File: src/hdl/qte_pkg.sv
// Shared widths, pipeline payload types and the arctangent table for the Euler converter.
package qte_pkg;

  localparam int CORDIC_STEPS_DEF = 16;

  localparam int W_IN   = 16;
  localparam int W_PROD = 32;
  localparam int W_SUM  = 34;
  localparam int W_S    = 30;
  localparam int SQ_W   = 57;
  localparam int ROOT_W = 29;
  localparam int W_LANE = 36;
  localparam int W_ACC  = 33;

  localparam longint Q28_ONE = 64'sd268435456;
  localparam longint ONE_RAD = 64'sd375493621;
  localparam longint DEG90_U = 64'sd589824000;

  typedef struct packed {
    logic signed [W_SUM-1:0] yn;
    logic signed [W_SUM-1:0] yd;
    logic signed [W_SUM-1:0] rn;
    logic signed [W_SUM-1:0] rd;
    logic signed [W_S-1:0]   s;
  } qte_terms_t;

  typedef struct packed {
    logic [SQ_W-1:0]   rem;
    logic [ROOT_W-1:0] root;
    qte_terms_t        terms;
  } qte_sqrt_t;

  typedef struct packed {
    logic signed [W_LANE-1:0] x;
    logic signed [W_LANE-1:0] y;
    logic signed [W_ACC-1:0]  acc;
    logic                     zero;
  } qte_lane_t;

  typedef struct packed {
    qte_lane_t yaw;
    qte_lane_t pitch;
    qte_lane_t roll;
  } qte_vec_t;

  // Angle of step i in units of 2^-16 centidegree.
  function automatic logic signed [W_ACC-1:0] atan_at(input int i);
    logic signed [W_ACC-1:0] a;
    case (i)
      0:  a = 33'sd294912000;
      1:  a = 33'sd174096719;
      2:  a = 33'sd91987925;
      3:  a = 33'sd46694507;
      4:  a = 33'sd23437865;
      5:  a = 33'sd11730358;
      6:  a = 33'sd5866610;
      7:  a = 33'sd2933484;
      8:  a = 33'sd1466764;
      9:  a = 33'sd733385;
      10: a = 33'sd366693;
      11: a = 33'sd183346;
      default: a = W_ACC'(ONE_RAD >>> i);
    endcase
    return a;
  endfunction

  // Turns a left half-plane vector into the right half-plane before the micro-rotations.
  function automatic qte_lane_t prerotate(input logic signed [W_LANE-1:0] x,
                                          input logic signed [W_LANE-1:0] y);
    qte_lane_t l;
    l.zero = (x == '0) && (y == '0);
    l.x    = x;
    l.y    = y;
    l.acc  = '0;
    if (x < 0) begin
      if (y >= 0) begin
        l.x   = y;
        l.y   = -x;
        l.acc = W_ACC'(DEG90_U);
      end else begin
        l.x   = -y;
        l.y   = x;
        l.acc = -W_ACC'(DEG90_U);
      end
    end
    return l;
  endfunction

endpackage

File: src/hdl/qte_cordic_cell.sv
// One CORDIC vectoring cell, doing a micro-rotation on each of the three lanes.
module qte_cordic_cell
  import qte_pkg::*;
#(
  parameter int STEP = 0
) (
  input  logic     clk,
  input  logic     rst_n,
  input  logic     en,
  input  logic     in_vld,
  input  qte_vec_t in_d,
  output logic     out_vld,
  output qte_vec_t out_d
);

  localparam logic signed [W_ACC-1:0] ANG = atan_at(STEP);

  logic     vld_r;
  qte_vec_t d_r, d_nxt;

  function automatic qte_lane_t rotate(input qte_lane_t l);
    qte_lane_t o;
    logic signed [W_LANE-1:0] xs, ys;
    xs = l.x >>> STEP;
    ys = l.y >>> STEP;
    o  = l;
    if (l.y >= 0) begin
      o.x   = l.x + ys;
      o.y   = l.y - xs;
      o.acc = l.acc + ANG;
    end else begin
      o.x   = l.x - ys;
      o.y   = l.y + xs;
      o.acc = l.acc - ANG;
    end
    return o;
  endfunction

  always_comb begin
    d_nxt.yaw   = rotate(in_d.yaw);
    d_nxt.pitch = rotate(in_d.pitch);
    d_nxt.roll  = rotate(in_d.roll);
  end

  always_ff @(posedge clk) begin
    if (!rst_n) begin
      vld_r <= 1'b0;
    end else if (en) begin
      vld_r <= in_vld;
    end
  end

  always_ff @(posedge clk) begin
    if (en) begin
      d_r <= d_nxt;
    end
  end

  assign out_vld = vld_r;
  assign out_d   = d_r;

endmodule

File: config.mk
export PLATFORM = sky130hd
export DESIGN_NAME = qte_cordic_cell
export DESIGN_NICKNAME = d
export VERILOG_FILES = /design/src/hdl/qte_pkg.sv /design/src/hdl/qte_cordic_cell.sv
export SDC_FILE = /design/constraint.sdc
export NUM_CORES = 1
export LEC_CHECK = 0
export BUFFER_PORTS_ARGS = -buffer_cell sky130_fd_sc_hd__buf_2
export CAP_MARGIN = 20
export CORE_MARGIN = 5
export CORE_UTILIZATION = 40
export CTS_CLUSTER_SIZE = 25
export DETAILED_ROUTE_END_ITERATION = 6
export PLACE_DENSITY = 0.63
export SYNTH_ARGS = -nofsm -noshare
export SYNTH_HDL_FRONTEND = slang
export SYNTH_SLANG_ARGS = --single-unit
File: constraint.sdc
create_clock -name clk -period 3.6 [get_ports clk]
set_clock_uncertainty 0.2 [all_clocks]
set_input_delay 0.36 -clock clk [delete_from_list [all_inputs] [get_ports clk]]
set_output_delay 0.36 -clock clk [all_outputs]
set_load 0.005 [all_outputs]
# After elaboration in Yosys (flattened, before gate mapping)
# Cells that the tools add are included.
[totals]
register_bits = 319
input_bits = 322
word_cells = 34
output_inout_bits = 319
[classes]
muxes = 3
add_sub_neg = 15
n_lt_le_gt_ge = 3
[op_table]
columns = ["op", "n"]
rows = [
  ["$mux W105", 3],
  ["$sub A36 B36 Y36", 6],
  ["$add A36 B36 Y36", 3],
  ["$ge A36 B1 Y1 const B", 3],
  ["$add A33 B30 Y33 const B", 3],
  ["$sub A33 B30 Y33 const B", 3],
]

# Depth between registers and ports, before layout
# Gate-level depths: netlist of the first run.
[depth]
word_depth = 2
depth_mapped = 16
ltp_nobuf = 13

# Worst setup path before layout of the first run
# OpenSTA, ideal clock, no wires.
[synth_path]
path_kind = "input to register"
startpoint = "input in_d[175] in the netlist's numbering"
endpoint = "register d_r (netlist bit out_d[139]), data pin"
cell_stages = 15
setup_slack_ns = 0.049
setup_ns = 0.258
t_arrival_ns = 3.093
path_cell_list = "clkbuf_1 -> clkbuf_1 -> buf_1 -> buf_1 -> xor2_1 -> ha_1 -> o21a_1 -> o21ai_0 -> o21ai_0 -> a21oi_1 -> o21ai_0 -> o21ai_0 -> nor2_1 -> a21oi_1 -> xnor2_1"
[synth_lines]
columns = ["item", "line", "source"]
rows = [
  ["start, declared", "qte_cordic_cell.sv:11", "input qte_vec_t in_d,"],
  ["end signal, assigned", "qte_cordic_cell.sv:55", "d_r <= d_nxt;"],
  ["end, declared", "qte_cordic_cell.sv:19", "qte_vec_t d_r, d_nxt;"],
]

==> flow_metrics.py, run 1 <==
metrics = {
    "status": {
        "status": "complete, no violations",
    },
    "die": {
        "num_rows": 100,
        "die_area_mm2": 0.08063,
        "coreArea_mm2": 0.07445,
        "die_width_um": 284.0,
        "initial_utilization_pct": 40.32,
        "die_h_um": 284.0,
        "ioPinCount": 641,
    },
    "cts": {
        "clock-root-buffer": "clkbuf_16",
        "post_cts.repair.setup_buffers": 0,
        "cts_tree": "built",
        "h-tree-depth": 2,
        "cts_buffers": 40,
        "cts.path.max_buffers": 3,
        "clk_pin_slew_worst_paths_ns": 0.06,
        "clock-sinks": 316,
        "insertion_delay_ns": 0.57,
    },
    "pwr": {
        "p_leak_nw": 18.00,
        "power_density_mw_per_mm2": 379.3,
        "vdd_ir_drop_max_mv": 0.3582,
    },
    "grt": {
        "grt_first_pass_wirelength_um": 176900,
        "globalRouteOverflowTotal": 0,
        "grt_pass1_vias": 29520,
        "grt_start_max_net_pins": 76,
        "track_usage_pct": 27.65,
        "antenna_found_initial": 25,
    },
    "route": {
        "drc": 0,
        "first_iter_violations": 2556,
        "avgRoutedWirePerCell_um": 21.57,
        "ant_nets": 0,
        "drt-pass1-iter-count": 6,
        "routed_wl_um": 118100,
        "vias_per_cell": 5.545,
        "vias": 30360,
    },
    "final_layout": {
        "area_delta_synth_final_pct": 29.50,
        "seqCellArea_mm2": 0.009479,
        "mostFrequentLayoutCells": "buf_2, a21oi_1, buf_4",
        "final_common_cell": "buf_2",
        "fillers": 7017,
        "multi_input_area_mm2": 0.01857,
        "drive_above_1_share_pct": 25.52,
        "layout.nets": 5130,
    },
    "hold_path": {
        "hold_path_class": "in2reg",
        "worstHoldStart": "in_d[242]",
    },
    "critical_path": {
        "r2r_start": "out_vld",
        "startpoint": "in_d[70]",
        "setup.worst_path.class": "in2reg",
        "cp_max_fo": 3,
        "critPathLaunchType": "primary input",
        "endpoint_kind": "register",
        "cp.arrival_ns": 3.66,
        "worst_ep_required_time_ns": 3.73,
    },
    "sta": {
        "post-route-period-util_pct": 98.04,
        "rsz0062_at_grt": "false",
        "setup_viol": 0,
        "slew_headroom_pct": 42.43,
        "finalSetupTns_ns": 0,
        "final.setup.worst_slack_ns": 0.07071,
        "period_minus_slack_ns": 3.529,
        "report.final.slew_viol_count": 0,
        "tightest_slew_ns": 0.8636,
        "fmax_mhz": 283.3,
        "final_hold_viol_count": 0,
    },
    "logic_synthesis": {
        "ys_async_sr_fraction_pct": 0,
        "synth-edff-count": 315,
        "synthCells": 3486,
        "synth.mux.area_fraction_pct": 2.271,
        "synth_area_mm2": 0.03002,
        "synth_compound_area_share_pct": 24.84,
        "ys_warn_count": 0,
        "avgSynthCellArea_um2": 8.612,
        "synth-simple-area-share_pct": 13.12,
        "ys.flop_type": "edfxtp_1",
        "syn_nets": 4147,
        "synth_xor_area_share_pct": 7.265,
        "synthAdderAreaFrac_pct": 14.35,
        "synth_top_family_by_area": "compound AO/OA/AOI/OAI gates",
        "ys_types": 101,
        "ys_seq_area_share_pct": 31.58,
        "synth-seq-cells": 316,
    },
    "place": {
        "hpwl_um": 96270,
        "place_ws_ns": -0.1784,
        "place.gp.congestion": 0.9752,
        "portBuffers": 640,
    },
    "job": {
        "drv_cap": 0,
    },
}
flip-flops by register name, summed over array words and instances (netlist names):
name     count
out_d      315
out_vld      1
per-stage QoR:
stage	hold WS (ns)	total power, W	std cells	util [%]	instance area [µm²]
2_1_floorplan	0.2589	0.007880	3486	-	30020
3_3_place_gp	0.2922	0.01048	5311	49.25	36660
3_5_place_dp	0.3381	0.01047	5311	49.25	36660
4_1_cts	0.007976	0.01480	5467	52.18	38850
5_1_grt	0.02967	0.01546	5470	52.20	38860
6_report	0.03749	0.01475	5476	52.22	38880
kinds of logic after synthesis:
logic type / after synthesis
multiplexers: 68
AO/OA/AOI/OAI: 1171
buffers and inverters: 506
adder cells (fa/ha/maj): 339
AND/OR/NAND/NOR: 837
XOR/XNOR: 249
flip-flops: 316
worst paths after layout:
kind                            slack, ns    endpoint  cells past startpoint
worst max register to register       2.23     out_vld                      3
worst min register to register       0.89     out_vld                      3
worst min-delay path                 0.04  out_d[242]                      3
worst max-delay path                 0.07   out_d[64]                     14
repair_timing:
action,4_1_cts,5_1_grt
endpoints found under the hold margin,88,0
setup endpoints to repair,0,2
resized for setup,0,1
hold buffers,85,0
worst max-delay path, cell delays in order:
cell	delay (ns)
buf_2	0.12
dlygate4sd3_1	0.56
ha_1	0.23
fa_1	0.43
nand2b_1	0.19
a21oi_1	0.22
nor3_1	0.14
o21ai_1	0.28
a31oi_1	0.20
o31ai_2	0.27
a21o_1	0.21
nand2b_1	0.07
a31o_2	0.25
xnor2_1	0.12
per-layer routing:
metal	routed length [µm]	global-route usage, %	vias to the layer above
li1	-	-	14450
met1	48590	34.87	14330
met2	56170	47.74	1332
met3	8987	5.478	232
met4	4258	8.756	18
met5	118	0	-
where the power goes:
part | switching (W) | total [W] | internal, W
Clock | 0.00169 | 0.00418 | 0.00249
Sequential | 0.000226 | 0.00502 | 0.00479
Combinational | 0.00318 | 0.00555 | 0.00236
Total | 0.00510 | 0.0147 | 0.00964
layout make-up:
cell class,instances,area share [%]
well taps,969,3.119
multi-input cells,2664,47.77
flip-flops and latches,316,24.38
clock buffers,48,2.761
inverters,342,3.302
diodes,9,0.05793
clock inverters,23,0.6759
repair buffers,1105,17.93
Yosys cell counts, types with 22 or more instances:
library cell	n	share of area (%)
xor2_1	58	1.7
inv_1	322	4.0
nand2_1	175	2.2
nor2b_1	46	0.96
buf_2	37	0.62
a21o_1	117	2.9
nor2_1	316	4.0
or3_1	23	0.48
buf_1	29	0.36
nand3_1	51	0.85
xnor2_1	191	5.6
clkbuf_1	91	1.1
a21oi_1	394	6.6
o21bai_1	72	1.8
o221ai_1	22	0.64
a31oi_1	35	0.73
nor3_1	72	1.2
o211ai_1	27	0.68
o31ai_1	24	0.60
edfxtp_1	315	32
o21ai_0	245	4.1
mux2i_1	67	2.2
ha_1	330	14
o21a_1	29	0.73
a211oi_1	29	0.73
nand4_1	34	0.71
nand2b_1	30	0.63
No activity file was read; power rests on OpenSTA's default activity.
==> run 2, diff against run 1 <==
--- a/config.mk
+++ b/config.mk
@@ -12,6 +12,7 @@
 export CTS_CLUSTER_SIZE = 25
 export DETAILED_ROUTE_END_ITERATION = 6
 export PLACE_DENSITY = 0.63
+export REMOVE_ABC_BUFFERS = 1
 export SYNTH_ARGS = -nofsm -noshare
 export SYNTH_HDL_FRONTEND = slang
 export SYNTH_SLANG_ARGS = --single-unit
==> constraint.sdc (replaced) <==
create_clock -name clk -period 3.6 [get_ports clk]
set_clock_uncertainty 0.2 [all_clocks]
set_input_delay 0.36 -clock clk [delete_from_list [all_inputs] [get_ports clk]]
set_output_delay 0.36 -clock clk [all_outputs]
set_load 0.01 [all_outputs]
==> run 2 against run 1 <==
Net effect: count of clock-buffer cells in the layout fell by 1; maximum frequency fell by 0.14%; power fell by 0.59%; via count fell by 0.27%; flip-flop and latch count did not move; cell area barely moved; utilization barely moved; hold slack got worse by 0.010 ns; sequential share of layout area barely moved; combinational power rose by 5.0%; non-clock buffer count rose by 12.
==> flow_metrics.py, run 2 (synthesis gave the netlist of run 1 again) <==
metrics = {
    "sta": {
        "period_minus_slack_ns": 3.534,
        "setup_viol": 0,
        "finalSetupTns_ns": 0,
        "tightest_slew_ns": 0.9446,
        "slew_headroom_pct": 37.02,
        "post-route-period-util_pct": 98.17,
        "report.final.slew_viol_count": 0,
        "fmax_mhz": 283.0,
        "final_hold_viol_count": 0,
    },
    "place": {
        "dp_cells": 5316,
        "dpl_cell_area_mm2": 0.03667,
        "hpwl_um": 97570,
        "portBuffers": 640,
        "place.gp.congestion": 0.9971,
    },
    "final_layout": {
        "largest_reg_flops": 315,
        "layout.nets": 5141,
        "final_area_mm2": 0.03889,
        "stdcell_count": 5493,
        "area_delta_synth_final_pct": 29.55,
        "utilization_pct": 52.24,
        "final_common_cell": "buf_2",
        "drive_above_1_share_pct": 25.65,
        "mostFrequentLayoutCells": "buf_2, a21oi_1, buf_4",
    },
    "critical_path": {
        "cpLargestDelayFamily": "compound AO/OA/AOI/OAI gates",
        "startpoint": "in_d[70]",
        "worst_path_largest_cell_delay_ns": 0.56,
        "cp.depth": 15,
        "r2r_end": "out_vld",
        "setup.worst_path.class": "in2reg",
        "cp_max_fo": 3,
        "reg2reg_slack_ns": 2.25,
        "crit_chain": "buf_2, dlygate4sd3_1, ha_1, fa_1, nand2b_1, a21oi_1, nor3_1, o21ai_2, a31oi_2, o31ai_1, buf_4, a21o_1, nand2b_1, a31o_2, xnor2_1",
        "critPathLaunchType": "primary input",
        "crit_path_end": "out_d[64]",
        "worst_ep_required_time_ns": 3.72,
        "cpMostUsedCell": "nand2b_1",
        "cp.arrival_ns": 3.66,
        "reg2reg_depth": 3,
        "endpoint_kind": "register",
        "cp_slowest_cell": "dlygate4sd3_1",
        "r2r_start": "out_vld",
        "cp_num_buf_inv": 3,
    },
    "pwr": {
        "power_density_mw_per_mm2": 376.9,
        "vdd_ir_drop_max_mv": 0.3578,
        "seqPwrFrac_pct": 33.9,
        "p_leak_nw": 17.99,
        "intPower_w": 0.009281,
        "p_sw_w": 0.005378,
        "netSwitchingFraction_pct": 36.69,
        "clock_power_share_pct": 26.3,
        "p_comb_share_pct": 39.8,
    },
    "route": {
        "vias_per_cell": 5.513,
        "avgRoutedWirePerCell_um": 21.78,
        "drc": 0,
        "vias": 30280,
        "ant_nets": 0,
        "first_iter_violations": 2374,
        "drt-pass1-iter-count": 5,
        "routed_wl_um": 119600,
    },
    "hold_path": {
        "hold_path_class": "in2reg",
        "hold_depth": 3,
    },
    "cts": {
        "clk_pin_slew_worst_paths_ns": 0.06,
        "clock-root-buffer": "clkbuf_16",
        "cts_tree": "built",
        "clock-sinks": 316,
        "h-tree-depth": 2,
        "cts.path.max_buffers": 3,
        "cts_buffers": 39,
        "insertion_delay_ns": 0.57,
    },
    "grt": {
        "antenna_found_initial": 37,
        "globalRouteOverflowTotal": 0,
        "grt_first_pass_wirelength_um": 179600,
        "track_usage_pct": 28.26,
        "grt_pass1_vias": 29930,
        "grt_start_max_net_pins": 91,
    },
    "die": {
        "coreArea_mm2": 0.07445,
        "die_h_um": 284.0,
        "die_width_um": 284.0,
        "initial_utilization_pct": 40.32,
        "num_rows": 100,
        "ioPinCount": 641,
        "die_area_mm2": 0.08063,
    },
    "status": {
        "status": "complete, no violations",
    },
    "job": {
        "drv_cap": 0,
    },
}
## run 2: changes by cell type in the layout (fill, tap and decap cells not counted), moves of 3 or more
cell / before / now
clkbuf_16: 42 / 39
bufinv_16: 5 / 1
diode_2: 9 / 18
buf_4: 377 / 385
clkinv_1: 17 / 14
dlygate4sd3_1: 85 / 91
## run 2: how the worst min path moves through the flow
stage	start	end	slack [ns]
global route	in_d[175]	out_d[141]	0.03
CTS	in_d[175]	out_d[141]	0.0005
global placement	out_vld	out_vld	0.29
finish	in_d[31]	out_d[31]	0.03
detailed placement	out_vld	out_vld	0.31
floorplan	in_d[0]	out_d[0]	0.26
## run 2: what timing repair did
action | CTS | global route
buffers inserted | 0 | 1
hold buffers | 91 | 0
setup endpoints to repair | 0 | 6
gates resized for setup | 0 | 7
endpoints found under the hold margin | 96 | 0
## run 2: area by class of cell
type / instances / area [µm²]
antenna: 18 / 45.04
clock buffer: 47 / 1006
clock inverter: 20 / 215.2
fill: 7099 / 35550
inverter: 342 / 1284
multi-input combinational: 2664 / 18600
sequential: 316 / 9479
tap: 969 / 1212
timing repair buffer: 1117 / 7049
## run 2: power groups by stage
stage	registers (W)	clock network, W	logic (W)
floorplan	0.00531	0	0.00271
global placement	0.00504	0	0.00565
detailed placement	0.00504	0	0.00565
CTS	0.00497	0.00397	0.00577
global route	0.00502	0.00412	0.00630
finish	0.00497	0.00386	0.00583
## run 2: metal layers
layer / track usage, % / routed length, µm
met5: 0 / 219
met4: 12.48 / 5961
met3: 8.924 / 11110
met2: 46.79 / 55200
met1: 33.77 / 47140
## run 2: stage by stage
| stage | setup slack [ns] | hold WS, ns | total power (W) |
|---|---|---|---|
| 2_1_floorplan | -0.001956 | 0.2589 | 0.008022 |
| 3_3_place_gp | -0.2652 | 0.2936 | 0.01069 |
| 3_5_place_dp | -0.2521 | 0.3054 | 0.01069 |
| 4_1_cts | 0.06556 | 0.0004910 | 0.01471 |
| 5_1_grt | -0.005762 | 0.03387 | 0.01543 |
| 6_report | 0.06586 | 0.02721 | 0.01466 |
## run 2: worst reg2reg max path, delay by kind of cell (launching register included)
family,cells,cell delay (ns)
flip-flops,1,0.31
buffers and inverters,1,0.55
AND/OR/NAND/NOR,1,0.06
multiplexers,1,0.12
