==> src/hdl/qte_pkg.sv <==
// Shared widths, pipeline payload types and the arctangent table for the Euler converter.
package qte_pkg;

  localparam int CORDIC_STEPS_DEF = 16;

  localparam int W_IN   = 16;
  localparam int W_PROD = 32;
  localparam int W_SUM  = 34;
  localparam int W_S    = 30;
  localparam int SQ_W   = 57;
  localparam int ROOT_W = 29;
  localparam int W_LANE = 36;
  localparam int W_ACC  = 33;

  localparam longint Q28_ONE = 64'sd268435456;
  localparam longint ONE_RAD = 64'sd375493621;
  localparam longint DEG90_U = 64'sd589824000;

  typedef struct packed {
    logic signed [W_SUM-1:0] yn;
    logic signed [W_SUM-1:0] yd;
    logic signed [W_SUM-1:0] rn;
    logic signed [W_SUM-1:0] rd;
    logic signed [W_S-1:0]   s;
  } qte_terms_t;

  typedef struct packed {
    logic [SQ_W-1:0]   rem;
    logic [ROOT_W-1:0] root;
    qte_terms_t        terms;
  } qte_sqrt_t;

  typedef struct packed {
    logic signed [W_LANE-1:0] x;
    logic signed [W_LANE-1:0] y;
    logic signed [W_ACC-1:0]  acc;
    logic                     zero;
  } qte_lane_t;

  typedef struct packed {
    qte_lane_t yaw;
    qte_lane_t pitch;
    qte_lane_t roll;
  } qte_vec_t;

  // Angle of step i in units of 2^-16 centidegree.
  function automatic logic signed [W_ACC-1:0] atan_at(input int i);
    logic signed [W_ACC-1:0] a;
    case (i)
      0:  a = 33'sd294912000;
      1:  a = 33'sd174096719;
      2:  a = 33'sd91987925;
      3:  a = 33'sd46694507;
      4:  a = 33'sd23437865;
      5:  a = 33'sd11730358;
      6:  a = 33'sd5866610;
      7:  a = 33'sd2933484;
      8:  a = 33'sd1466764;
      9:  a = 33'sd733385;
      10: a = 33'sd366693;
      11: a = 33'sd183346;
      default: a = W_ACC'(ONE_RAD >>> i);
    endcase
    return a;
  endfunction

  // Turns a left half-plane vector into the right half-plane before the micro-rotations.
  function automatic qte_lane_t prerotate(input logic signed [W_LANE-1:0] x,
                                          input logic signed [W_LANE-1:0] y);
    qte_lane_t l;
    l.zero = (x == '0) && (y == '0);
    l.x    = x;
    l.y    = y;
    l.acc  = '0;
    if (x < 0) begin
      if (y >= 0) begin
        l.x   = y;
        l.y   = -x;
        l.acc = W_ACC'(DEG90_U);
      end else begin
        l.x   = -y;
        l.y   = x;
        l.acc = -W_ACC'(DEG90_U);
      end
    end
    return l;
  endfunction

endpackage

==> src/hdl/qte_sqrt_cell.sv <==
// One digit cell of the pipelined integer square root; decides a single root bit.
module qte_sqrt_cell
  import qte_pkg::*;
#(
  parameter int BIT = 0
) (
  input  logic      clk,
  input  logic      rst_n,
  input  logic      en,
  input  logic      in_vld,
  input  qte_sqrt_t in_d,
  output logic      out_vld,
  output qte_sqrt_t out_d
);

  logic      vld_r;
  qte_sqrt_t d_r, d_nxt;
  logic [SQ_W:0] trial;

  // Trial is (root + 2^BIT)^2 - root^2; root holds only bits above BIT here.
  always_comb begin
    trial = ((SQ_W+1)'(in_d.root) << (BIT + 1)) | ((SQ_W+1)'(1) << (2 * BIT));
    d_nxt = in_d;
    if ({1'b0, in_d.rem} >= trial) begin
      d_nxt.rem  = in_d.rem - trial[SQ_W-1:0];
      d_nxt.root = in_d.root | (ROOT_W'(1) << BIT);
    end
  end

  always_ff @(posedge clk) begin
    if (!rst_n) begin
      vld_r <= 1'b0;
    end else if (en) begin
      vld_r <= in_vld;
    end
  end

  always_ff @(posedge clk) begin
    if (en) begin
      d_r <= d_nxt;
    end
  end

  assign out_vld = vld_r;
  assign out_d   = d_r;

endmodule

==> config.mk <==
export PLATFORM = sky130hd
export DESIGN_NAME = qte_sqrt_cell
export DESIGN_NICKNAME = d
export VERILOG_FILES = /design/src/hdl/qte_pkg.sv /design/src/hdl/qte_sqrt_cell.sv
export SDC_FILE = /design/constraint.sdc
export NUM_CORES = 1
export LEC_CHECK = 0
export BUFFER_PORTS_ARGS = -buffer_cell sky130_fd_sc_hd__buf_4
export CAP_MARGIN = 20
export CORE_AREA = 8 8 192 194
export CTS_CLUSTER_DIAMETER = 30
export DETAILED_ROUTE_END_ITERATION = 7
export DIE_AREA = 0 0 200 202
export RECOVER_POWER = 25
export SETUP_SLACK_MARGIN = 0.15
export SYNTH_ARGS = -nofsm -noshare
export SYNTH_HDL_FRONTEND = slang
export SYNTH_SLANG_ARGS = --single-unit
==> constraint.sdc <==
create_clock -name clk -period 9.1 [get_ports clk]
set_input_delay 1.82 -clock clk [delete_from_list [all_inputs] [get_ports clk]]
set_output_delay 1.82 -clock clk [all_outputs]
set_load 0.005 [all_outputs]
Word level (Yosys, flattened, before mapping)
Index checks and enable logic that the tools add are counted.
- add/sub/neg operators: 1
- magnitude comparators: 1
- mux-type cells: 1
- operators with widths (cell ; count):
    $mux 86 ; 1
    $ge 57x30->1 ; 1
    $sub 57x30->57 ; 1
- bits in registers: 253
- input bits: 256
- output and inout bits: 253
- word-level logic and storage cells: 12

Logic depth before layout (Yosys ltp)
Gate-level depths: netlist (run 1).
- depth after elaboration: 2
- mapped depth: 13
- gate-level depth less buffers: 10

Worst setup path before layout (run 1)
Ideal clock, no wire load.
- kind: in2reg
- start point: in in_d[166] in the netlist's numbering
- end point: reg d_r (netlist bit out_d[242]) (data pin)
- library setup time: 0.258 ns
- arrival time: 4.059 ns
- required time: 8.842 ns
- slack: 4.784 ns
- cell stages on the path: 10
- path buffers: 0
- cell sequence: inv_1 ha_1 a211o_1 a21oi_1 o211ai_2 o211ai_2 and2_1 o211ai_1 or4_1 xnor2_1
- RTL lines (item ; RTL line ; source):
    start, declared ; qte_sqrt_cell.sv:11 ; input qte_sqrt_t in_d,
    end signal, assigned ; qte_sqrt_cell.sv:40 ; d_r <= d_nxt;
    end, declared ; qte_sqrt_cell.sv:17 ; qte_sqrt_t d_r, d_nxt;

==> results of run 1 <==
[final cells by class]
| cell class | count | area [um^2] | area share |
|---|---|---|---|
| repair buffers | 511 | 3820 | 0.227 |
| inverters | 35 | 131 | 0.00781 |
| multi-input cells | 407 | 2680 | 0.160 |
| flip-flops and latches | 253 | 7590 | 0.451 |
| well taps | 455 | 569 | 0.0338 |
| clock buffers | 72 | 1580 | 0.0938 |
| clock inverters | 43 | 447 | 0.0266 |
[worst max-delay path by stage]
stage / from / end / slack, ps
after CTS: in_d[171] / out_d[238] / 4510
after global placement: in_d[166] / out_d[243] / 3980
final: in_d[171] / out_d[238] / 4500
after floorplan: in_d[166] / out_d[242] / 4780
after detailed placement: in_d[171] / out_d[238] / 3880
after global routing: in_d[171] / out_d[238] / 4300
[worst min-delay path: stages, from the launching register on]
cell and delay [ps]:
dfxtp_1 320, mux2i_1 70, nor2b_1 100
[Yosys cell counts (6+ instances only)]
| cell type | count | area [um^2] |
|---|---|---|
| a21o_1 | 8 | 60.1 |
| a21oi_1 | 55 | 275 |
| buf_2 | 8 | 40.0 |
| clkbuf_1 | 13 | 48.8 |
| edfxtp_1 | 252 | 7570 |
| ha_1 | 30 | 375 |
| inv_1 | 35 | 131 |
| nand2_1 | 40 | 150 |
| nand3_1 | 11 | 55.1 |
| nand4_1 | 17 | 106 |
| nor2_1 | 52 | 195 |
| nor3_1 | 18 | 90.1 |
| nor4_1 | 10 | 62.6 |
| o21a_1 | 6 | 45.0 |
| o21ai_0 | 25 | 125 |
| or3_1 | 7 | 43.8 |
| xnor2_1 | 28 | 245 |
| xor2_1 | 27 | 236 |
[sequential cells by signal (all words and copies together), names as in the netlist]
register	flops
out_d	252
out_vld	1
[where the power goes]
part | total, mW | internal (mW) | switching (mW)
combinational | 0.495 | 0.251 | 0.244
sequential | 1.44 | 1.41 | 0.0305
clock | 2.09 | 1.39 | 0.703
total | 4.02 | 3.05 | 0.978
[through the flow]
stage	worst slack, ps	instance area (um^2)	power, mW	utilization
floorplan	4780	10500	1.61	-
global placement	3980	14800	1.96	0.437
detailed placement	3880	14800	1.97	0.437
CTS	4510	16800	4.08	0.496
global route	4300	16800	4.17	0.495
finish	4500	16800	4.02	0.495
[metal layers]
| metal | part of all wire | vias up | track usage |
|---|---|---|---|
| met1 | 0.34 | 4071 | 0.207 |
| met4 | 0.030 | 16 | 0.0673 |
| met2 | 0.51 | 380 | 0.357 |
| met3 | 0.11 | 73 | 0.0908 |
| li1 | - | 3852 | - |
| met5 | 0.0024 | - | 0 |
[cells by family (layout without fill, tap and decap cells)]
| kind of cell | Yosys count | in the layout | share of synthesized area |
|---|---|---|---|
| xor+xnor | 55 | 55 | 0.0457 |
| mux | 2 | 2 | 0.00202 |
| compound gates | 135 | 135 | 0.0823 |
| simple gates | 184 | 184 | 0.0872 |
| buf+inv | 60 | 661 | 0.0252 |
| flops | 253 | 253 | 0.720 |
| fa+ha+maj | 31 | 31 | 0.0375 |
==> results.sh, run 1 <==
export IMPL_cts_inserted_buffers=61
export IMPL_final_period_minus_worst_setup_slack_ps=4600
export IMPL_num_vias=8392
export IMPL_cp_required_ps=9430
export IMPL_clockBufferDepth=3
export IMPL_cap_violations=0
export IMPL_die_area_um2=40400
export IMPL_place_congestion=0.877
export IMPL_r2r_cells=2
export IMPL_cts_hold_buf=0
export IMPL_whs_path_depth=2
export IMPL_finalCritPeriodShare=0.506
export IMPL_status="finished, final reports clean"
export IMPL_drive_gt1_frac=0.470
export IMPL_async_reset_ff_frac=0
export IMPL_cts_tree="built"
export IMPL_synth_edff_count=252
export IMPL_dp_cells=1660
export IMPL_path_clk_slew_ps=50
export IMPL_whs_ps=536
export IMPL_hold_start="out_vld"
export IMPL_ys_seq_area_frac=0.720
export IMPL_cp_end_kind="flop"
export IMPL_die_y_um=202
export IMPL_critPathMaxStageDelay_ps=520
export IMPL_startpoint_type="primary input"
export IMPL_crit_reg2reg_launch="out_vld"
export IMPL_coreArea_um2=33900
export IMPL_fillers=2994
export IMPL_io_buffers=508
export IMPL_synth_area_um2=10500
export IMPL_grt_overflow=0
export IMPL_setup_tns_ps=0
export IMPL_setup_viol=0
export IMPL_ios=509
export IMPL_syn_avg_cell_area_um2=14.6
export IMPL_rows=68
export IMPL_yosysUniqueCellTypes=58
export IMPL_ant_nets=0
export IMPL_fin_cells=1776
export IMPL_drt_iter0_markers=464
export IMPL_wirelength_mm=42.6
export IMPL_final_common_cell="buf_4"
export IMPL_netlist_instances=720
export IMPL_synth_seq_cells=253
export IMPL_grt_pass1_vias=8780
export IMPL_fin_skew_ps=0
export IMPL_cts_sinks=253
export IMPL_r2r_end="out_vld"
export IMPL_critPathSlowestCell="buf_4"
export IMPL_p_leak_nw=7.01
export IMPL_grt_start_max_net_pins=177
export IMPL_drtPass1Iterations=5
export IMPL_drcViolationCount=0
export IMPL_drt_wirelength_per_cell_um=24.0
export IMPL_cts_root_buf="clkbuf_16"
export IMPL_irDropWorstVdd_uv=171
export IMPL_critPathKind="primary input to flop"
export IMPL_antenna_found_initial=8
export IMPL_clock_latency_ps=590
export IMPL_synth_flop_cell="edfxtp_1"
export IMPL_crit_arrival_ps=4930
export IMPL_finalHoldViolCount=0
export IMPL_cp_num_buf_inv=3
export IMPL_dpl_hpwl_mm=33.8
export IMPL_rsz0062_at_grt="false"
export IMPL_area_growth_pct=59.6
export IMPL_cts_setup_buffers=0
export IMPL_viasPerCell=4.73
export IMPL_grt_pass1_wl_mm=59.6
export IMPL_num_antenna_cells=0
export IMPL_path_cells="clkbuf_4 -> inv_1 -> ha_1 -> a21o_1 -> a31oi_1 -> o21ai_0 -> o211ai_2 -> a2111oi_4 -> or2_2 -> buf_4 -> nand4_1 -> xnor2_1"
export IMPL_final_cell_mix="buf_4, edfxtp_1, clkbuf_4"
export IMPL_syn_nets=1007
export IMPL_worst_path_stages=12
export IMPL_slew_violations=0
export IMPL_start_util=0.310
export IMPL_hp_class="flop to flop"
export IMPL_fin_nets=1556
export IMPL_crit_fanout=61
export IMPL_ctsResizeCount=0
export IMPL_r2r_slack_ps=8500
export IMPL_worst_slew_pin_slew_ps=992
export IMPL_whs_endpoint="out_vld"
export IMPL_crit_family="compound AO/OA/AOI/OAI gates"
export IMPL_relSlewSlack=0.339
export IMPL_power_density_nw_per_um2=239
export IMPL_htreeDepth=2
export IMPL_grtUsageTotal=0.201
export IMPL_die_w_um=200
export IMPL_ys_warn_count=0
export IMPL_max_freq_mhz=217
Note: power is estimated with default switching activity, not from simulation.
==> run 2, diff against run 1 <==
Settings changed: ABC_AREA from default to 1, CORE_AREA 8 8 192 194 to 8 8 190 192, DIE_AREA 0 0 200 202 to 0 0 198 200.
Clock period 9.1 ns to 4.3 ns, I/O delays scaled along.
==> results.sh, run 2 <==
export IMPL_die_y_um=200
export IMPL_coreArea_um2=33100
export IMPL_fillers=2960
export IMPL_startpoint_type="primary input"
export IMPL_yosys_area_top_type="edfxtp_1"
export IMPL_synth_seq_cells=253
export IMPL_finalHoldViolCount=0
export IMPL_cts_tree="built"
export IMPL_syn_avg_cell_area_um2=9.58
export IMPL_relSlewSlack=0.393
export IMPL_cp_required_ps=4720
export IMPL_dpl_worst_slack_ps=910
export IMPL_comb_power_share=0.134
export IMPL_power_mw=8.74
export IMPL_placed_cell_area_um2=16600
export IMPL_grt_start_max_net_pins=103
export IMPL_finalCritPeriodShare=0.679
export IMPL_wirelength_mm=52.0
export IMPL_slew_violations=0
export IMPL_irDropWorstVdd_uv=315
export IMPL_clockPowerShare=0.517
export IMPL_cts_sinks=253
export IMPL_die_w_um=198
export IMPL_setup_viol=0
export IMPL_cts_hold_buf=0
export IMPL_final_cell_mix="nand2_1, buf_4, edfxtp_1"
export IMPL_cts_root_buf="clkbuf_16"
export IMPL_ff_latch_area_um2=7590
export IMPL_fin_util=0.562
export IMPL_critPathKind="primary input to flop"
export IMPL_grt_pass1_wl_mm=73.1
export IMPL_ios=509
export IMPL_rsz0062_at_grt="false"
export IMPL_cp_num_buf_inv=3
export IMPL_status="finished, final reports clean"
export IMPL_crit_fanout=23
export IMPL_dp_cells=2234
export IMPL_whs_ps=480
export IMPL_cp_end_kind="flop"
export IMPL_startpoint="in_d[181]"
export IMPL_final_period_minus_worst_setup_slack_ps=2920
export IMPL_p_switching_mw=2.13
export IMPL_netlist_instances=1278
export IMPL_drcViolationCount=0
export IMPL_syn_nets=1565
export IMPL_rows=67
export IMPL_clock_latency_ps=570
export IMPL_power_density_nw_per_um2=470
export IMPL_dpl_hpwl_mm=42.7
export IMPL_viasPerCell=4.64
export IMPL_cap_violations=0
export IMPL_swShare=0.244
export IMPL_grt_pass1_vias=11000
export IMPL_synth_area_um2=12200
export IMPL_drt_wirelength_per_cell_um=22.2
export IMPL_worst_slew_pin_slew_ps=910
export IMPL_hp_class="primary input to flop"
export IMPL_fin_ws_ps=1380
export IMPL_ctsResizeCount=0
export IMPL_ys_seq_area_frac=0.620
export IMPL_synth_edff_count=252
export IMPL_num_vias=10900
export IMPL_crit_path_frequent_cell="nand2_1"
export IMPL_crit_arrival_ps=3340
export IMPL_drt_iter0_markers=719
export IMPL_setup_tns_ps=0
export IMPL_path_clk_slew_ps=50
export IMPL_fin_skew_ps=0
export IMPL_grt_overflow=0
export IMPL_synth_flop_cell="edfxtp_1"
export IMPL_synth_commonest_cells="nand2_1, edfxtp_1, inv_1, nor2_1, nand3_1"
export IMPL_grtUsageTotal=0.254
export IMPL_async_reset_ff_frac=0
export IMPL_place_congestion=0.934
export IMPL_critPathSlowestCell="nand2_2"
export IMPL_path_cells="clkbuf_1 -> inv_1 -> ha_1 -> nand2_1 -> nor2_1 -> nand2_1 -> nor2_1 -> nand2_1 -> nor2_2 -> nor3_1 -> nand2_2 -> buf_12 -> nand2_1 -> nand2_1"
export IMPL_crit_family="simple AND/OR/NAND/NOR gates"
export IMPL_io_buffers=508
export IMPL_crit_reg2reg_launch="out_vld"
export IMPL_hold_start="in_d[92]"
export IMPL_yosysUniqueCellTypes=28
export IMPL_start_util=0.370
export IMPL_cts_setup_buffers=0
export IMPL_die_area_um2=39600
export IMPL_synth_top_cell_area_share=0.618
export IMPL_seq_power_share=0.349
export IMPL_max_freq_mhz=343
export IMPL_ant_nets=0
export IMPL_clockBufferDepth=3
export IMPL_cts_inserted_buffers=57
export IMPL_ys_top_cells_by_area="edfxtp_1, nand2_1, inv_1"
export IMPL_p_leak_nw=8.87
export IMPL_multi_input_area_um2=3670
export IMPL_ys_warn_count=0
export IMPL_antenna_found_initial=9
export IMPL_internal_power_mw=6.61
export IMPL_critPathMaxStageDelay_ps=410
export IMPL_drive_gt1_frac=0.338
export IMPL_htreeDepth=2
export IMPL_r2r_slack_ps=3670
export IMPL_fin_cells=2342
export IMPL_drtPass1Iterations=5
export IMPL_area_growth_pct=52.1
export IMPL_synth_most_common_cell="nand2_1"
export IMPL_largest_register_ffs=252
export IMPL_fin_nets=2132
export IMPL_fin_area_um2=18600
export IMPL_final_common_cell="nand2_1"
-- run 2: cell types whose count changed after synthesis, sizes merged, moves of 9 or more --
cell    change
nand2     +434
inv       +201
nor2       +61
nand3      +45
xnor2      -27
o21ai      -21
a21oi      -20
clkbuf     -13
nor4       -10
nor3        -9
-- run 2: final timing paths --
path	endpoint	cells past startpoint
max	out_d[208]	14
min	out_d[92]	1
max reg2reg	out_vld	2
min reg2reg	out_vld	2
-- run 2: cell type report --
| class | count | share of cell area |
|---|---|---|
| Clock inverter | 45 | 0.0318 |
| Multi-Input combinational cell | 781 | 0.197 |
| Tap cell | 448 | 0.0301 |
| Timing Repair Buffer | 516 | 0.208 |
| Clock buffer | 61 | 0.0774 |
| Sequential cell | 253 | 0.408 |
| Inverter | 236 | 0.0476 |
| Antenna cell | 2 | 0.000269 |
-- run 2: cell families after synthesis --
group | share of synthesized area
buffers and inverters | 0.0797
xor gates and xnor gates | 0.0165
and+or+nand+nor | 0.229
DFF | 0.620
AOI/OAI and AO/OA | 0.0229
adders and majority gates | 0.0323
-- run 2: power groups by stage --
stage | registers (mW) | clock network, mW | logic (mW)
finish | 3.05 | 4.52 | 1.18
global route | 3.07 | 4.71 | 1.28
CTS | 3.05 | 4.59 | 1.21
detailed placement | 3.09 | 0 | 1.20
global placement | 3.09 | 0 | 1.20
floorplan | 3.11 | 0 | 0.364
-- run 2: metal layers --
metal / GRT usage / wire length [um] / vias to the layer above
met3: 0.0738 / 4400 / 95
met4: 0.0985 / 1950 / 12
met2: 0.444 / 25800 / 455
li1: - / - / 5235
met5: 0 / 72 / -
met1: 0.291 / 19800 / 5063
==> run 3, diff against run 2 <==
Settings changed: ABC_AREA 1 to 0, CORE_AREA 8 8 190 192 to 8 8 192 194, DIE_AREA 0 0 198 200 to 0 0 200 202.
Clock period 4.3 ns to 2.9 ns, I/O delays scaled along.
==> results.sh, run 3 (synthesis results as in run 1) <==
export IMPL_status="finished, final reports clean"
export IMPL_num_vias=9011
export IMPL_max_freq_mhz=354
export IMPL_clockBufferDepth=3
export IMPL_hp_class="primary input to flop"
export IMPL_grt_start_max_net_pins=58
export IMPL_multi_input_area_um2=3030
export IMPL_htreeDepth=3
export IMPL_path_cells="clkbuf_1 -> inv_4 -> ha_4 -> nand4_1 -> or3_4 -> o211ai_4 -> o211ai_4 -> a2111oi_4 -> or2_4 -> buf_12 -> nand4_1 -> xnor2_1"
export IMPL_crit_arrival_ps=3120
export IMPL_die_y_um=202
export IMPL_io_buffers=508
export IMPL_final_common_cell="buf_4"
export IMPL_drt_iter0_markers=508
export IMPL_fin_util=0.552
export IMPL_critPathSlowestCell="a2111oi_4"
export IMPL_finalCritPeriodShare=0.974
export IMPL_setup_viol=0
export IMPL_grt_pass1_vias=9400
export IMPL_irDropWorstVdd_uv=460
export IMPL_crit_reg2reg_launch="out_vld"
export IMPL_critPathMaxStageDelay_ps=410
export IMPL_largest_register_ffs=252
export IMPL_drcViolationCount=0
export IMPL_startpoint="in_d[175]"
export IMPL_area_growth_pct=77.8
export IMPL_slew_violations=0
export IMPL_final_period_minus_worst_setup_slack_ps=2830
export IMPL_cts_inserted_buffers=68
export IMPL_critPathKind="primary input to flop"
export IMPL_drtPass1Iterations=5
export IMPL_fin_area_um2=18700
export IMPL_wirelength_mm=43.9
export IMPL_worst_path_stages=12
export IMPL_hold_start="in_d[115]"
export IMPL_path_clk_slew_ps=50
export IMPL_grt_pass1_wl_mm=61.1
export IMPL_relSlewSlack=0.599
export IMPL_fin_skew_ps=0
export IMPL_clock_latency_ps=560
export IMPL_dpl_hpwl_mm=35.2
export IMPL_endpoint="out_d[247]"
export IMPL_cp_num_buf_inv=3
export IMPL_rsz0062_at_grt="true"
export IMPL_final_cell_mix="buf_4, edfxtp_1, clkbuf_4"
export IMPL_ant_nets=0
export IMPL_cp_end_kind="flop"
export IMPL_drt_wirelength_per_cell_um=22.5
export IMPL_r2r_cells=2
export IMPL_r2r_slack_ps=2260
export IMPL_startpoint_type="primary input"
export IMPL_die_w_um=200
export IMPL_dpl_worst_slack_ps=-434
export IMPL_ff_latch_area_um2=7590
export IMPL_crit_family="simple AND/OR/NAND/NOR gates"
export IMPL_drive_gt1_frac=0.555
export IMPL_crit_fanout=14
export IMPL_viasPerCell=4.62
export IMPL_antenna_found_initial=9
export IMPL_coreArea_um2=33900
export IMPL_placed_cell_area_um2=16500
export IMPL_r2r_end="out_vld"
export IMPL_cts_sinks=253
export IMPL_ios=509
export IMPL_start_util=0.310
export IMPL_grtUsageTotal=0.207
export IMPL_cap_violations=0
export IMPL_cp_required_ps=3190
export IMPL_finalHoldViolCount=0
export IMPL_power_density_nw_per_um2=723
export IMPL_fin_nets=1730
export IMPL_place_congestion=0.854
export IMPL_die_area_um2=40400
export IMPL_fin_ws_ps=75.0
export IMPL_rows=68
export IMPL_p_leak_nw=8.00
export IMPL_fillers=2841
export IMPL_cts_tree="built"
export IMPL_cts_root_buf="clkbuf_16"
export IMPL_worst_slew_pin_slew_ps=596
export IMPL_grt_overflow=0
export IMPL_fin_cells=1952
export IMPL_dp_cells=1828
run 3: stage by stage:
stage / hold WS [ps] / power [mW] / setup TNS (ps)
finish: 220 / 13.6 / 0
floorplan: 507 / 5.10 / -58.4
global route: 195 / 14.0 / 0
global placement: 506 / 6.45 / -15530
detailed placement: 537 / 6.47 / -17110
CTS: 167 / 13.7 / 0
run 3: metal layers:
layer | global-route usage | vias to the layer above | part of all wire
li1 | - | 4205 | -
met1 | 0.213 | 4344 | 0.35
met2 | 0.369 | 353 | 0.52
met3 | 0.0752 | 93 | 0.093
met4 | 0.0925 | 16 | 0.034
met5 | 0 | - | 0.0023
run 3: timing repair:
item,4_1_cts,5_1_grt
gates resized for setup,1,10
buffers inserted,0,0
hold buffers,0,0
setup endpoints to repair,1,30
pin swaps,0,3
run 3: area by class of cell:
class,count,share of cell area
clock buffers,83,0.0983
clock inverters,39,0.0198
flip-flops and latches,253,0.405
multi-input cells,407,0.162
inverters,35,0.00821
repair buffers,678,0.276
diodes,2,0.000267
well taps,455,0.0304
run 3: worst min path at each step:
stage,to,slack [ps],depth (start not counted)
6_report,out_d[115],220,1
5_1_grt,out_d[94],200,1
4_1_cts,out_d[94],170,1
3_5_place_dp,out_vld,540,2
3_3_place_gp,out_vld,510,2
2_1_floorplan,out_vld,510,2
run 3: where the power goes:
group	internal, mW	switching [mW]
logic	1.01	0.848
registers	4.43	0.0964
clock network	4.99	2.18
total	10.4	3.13
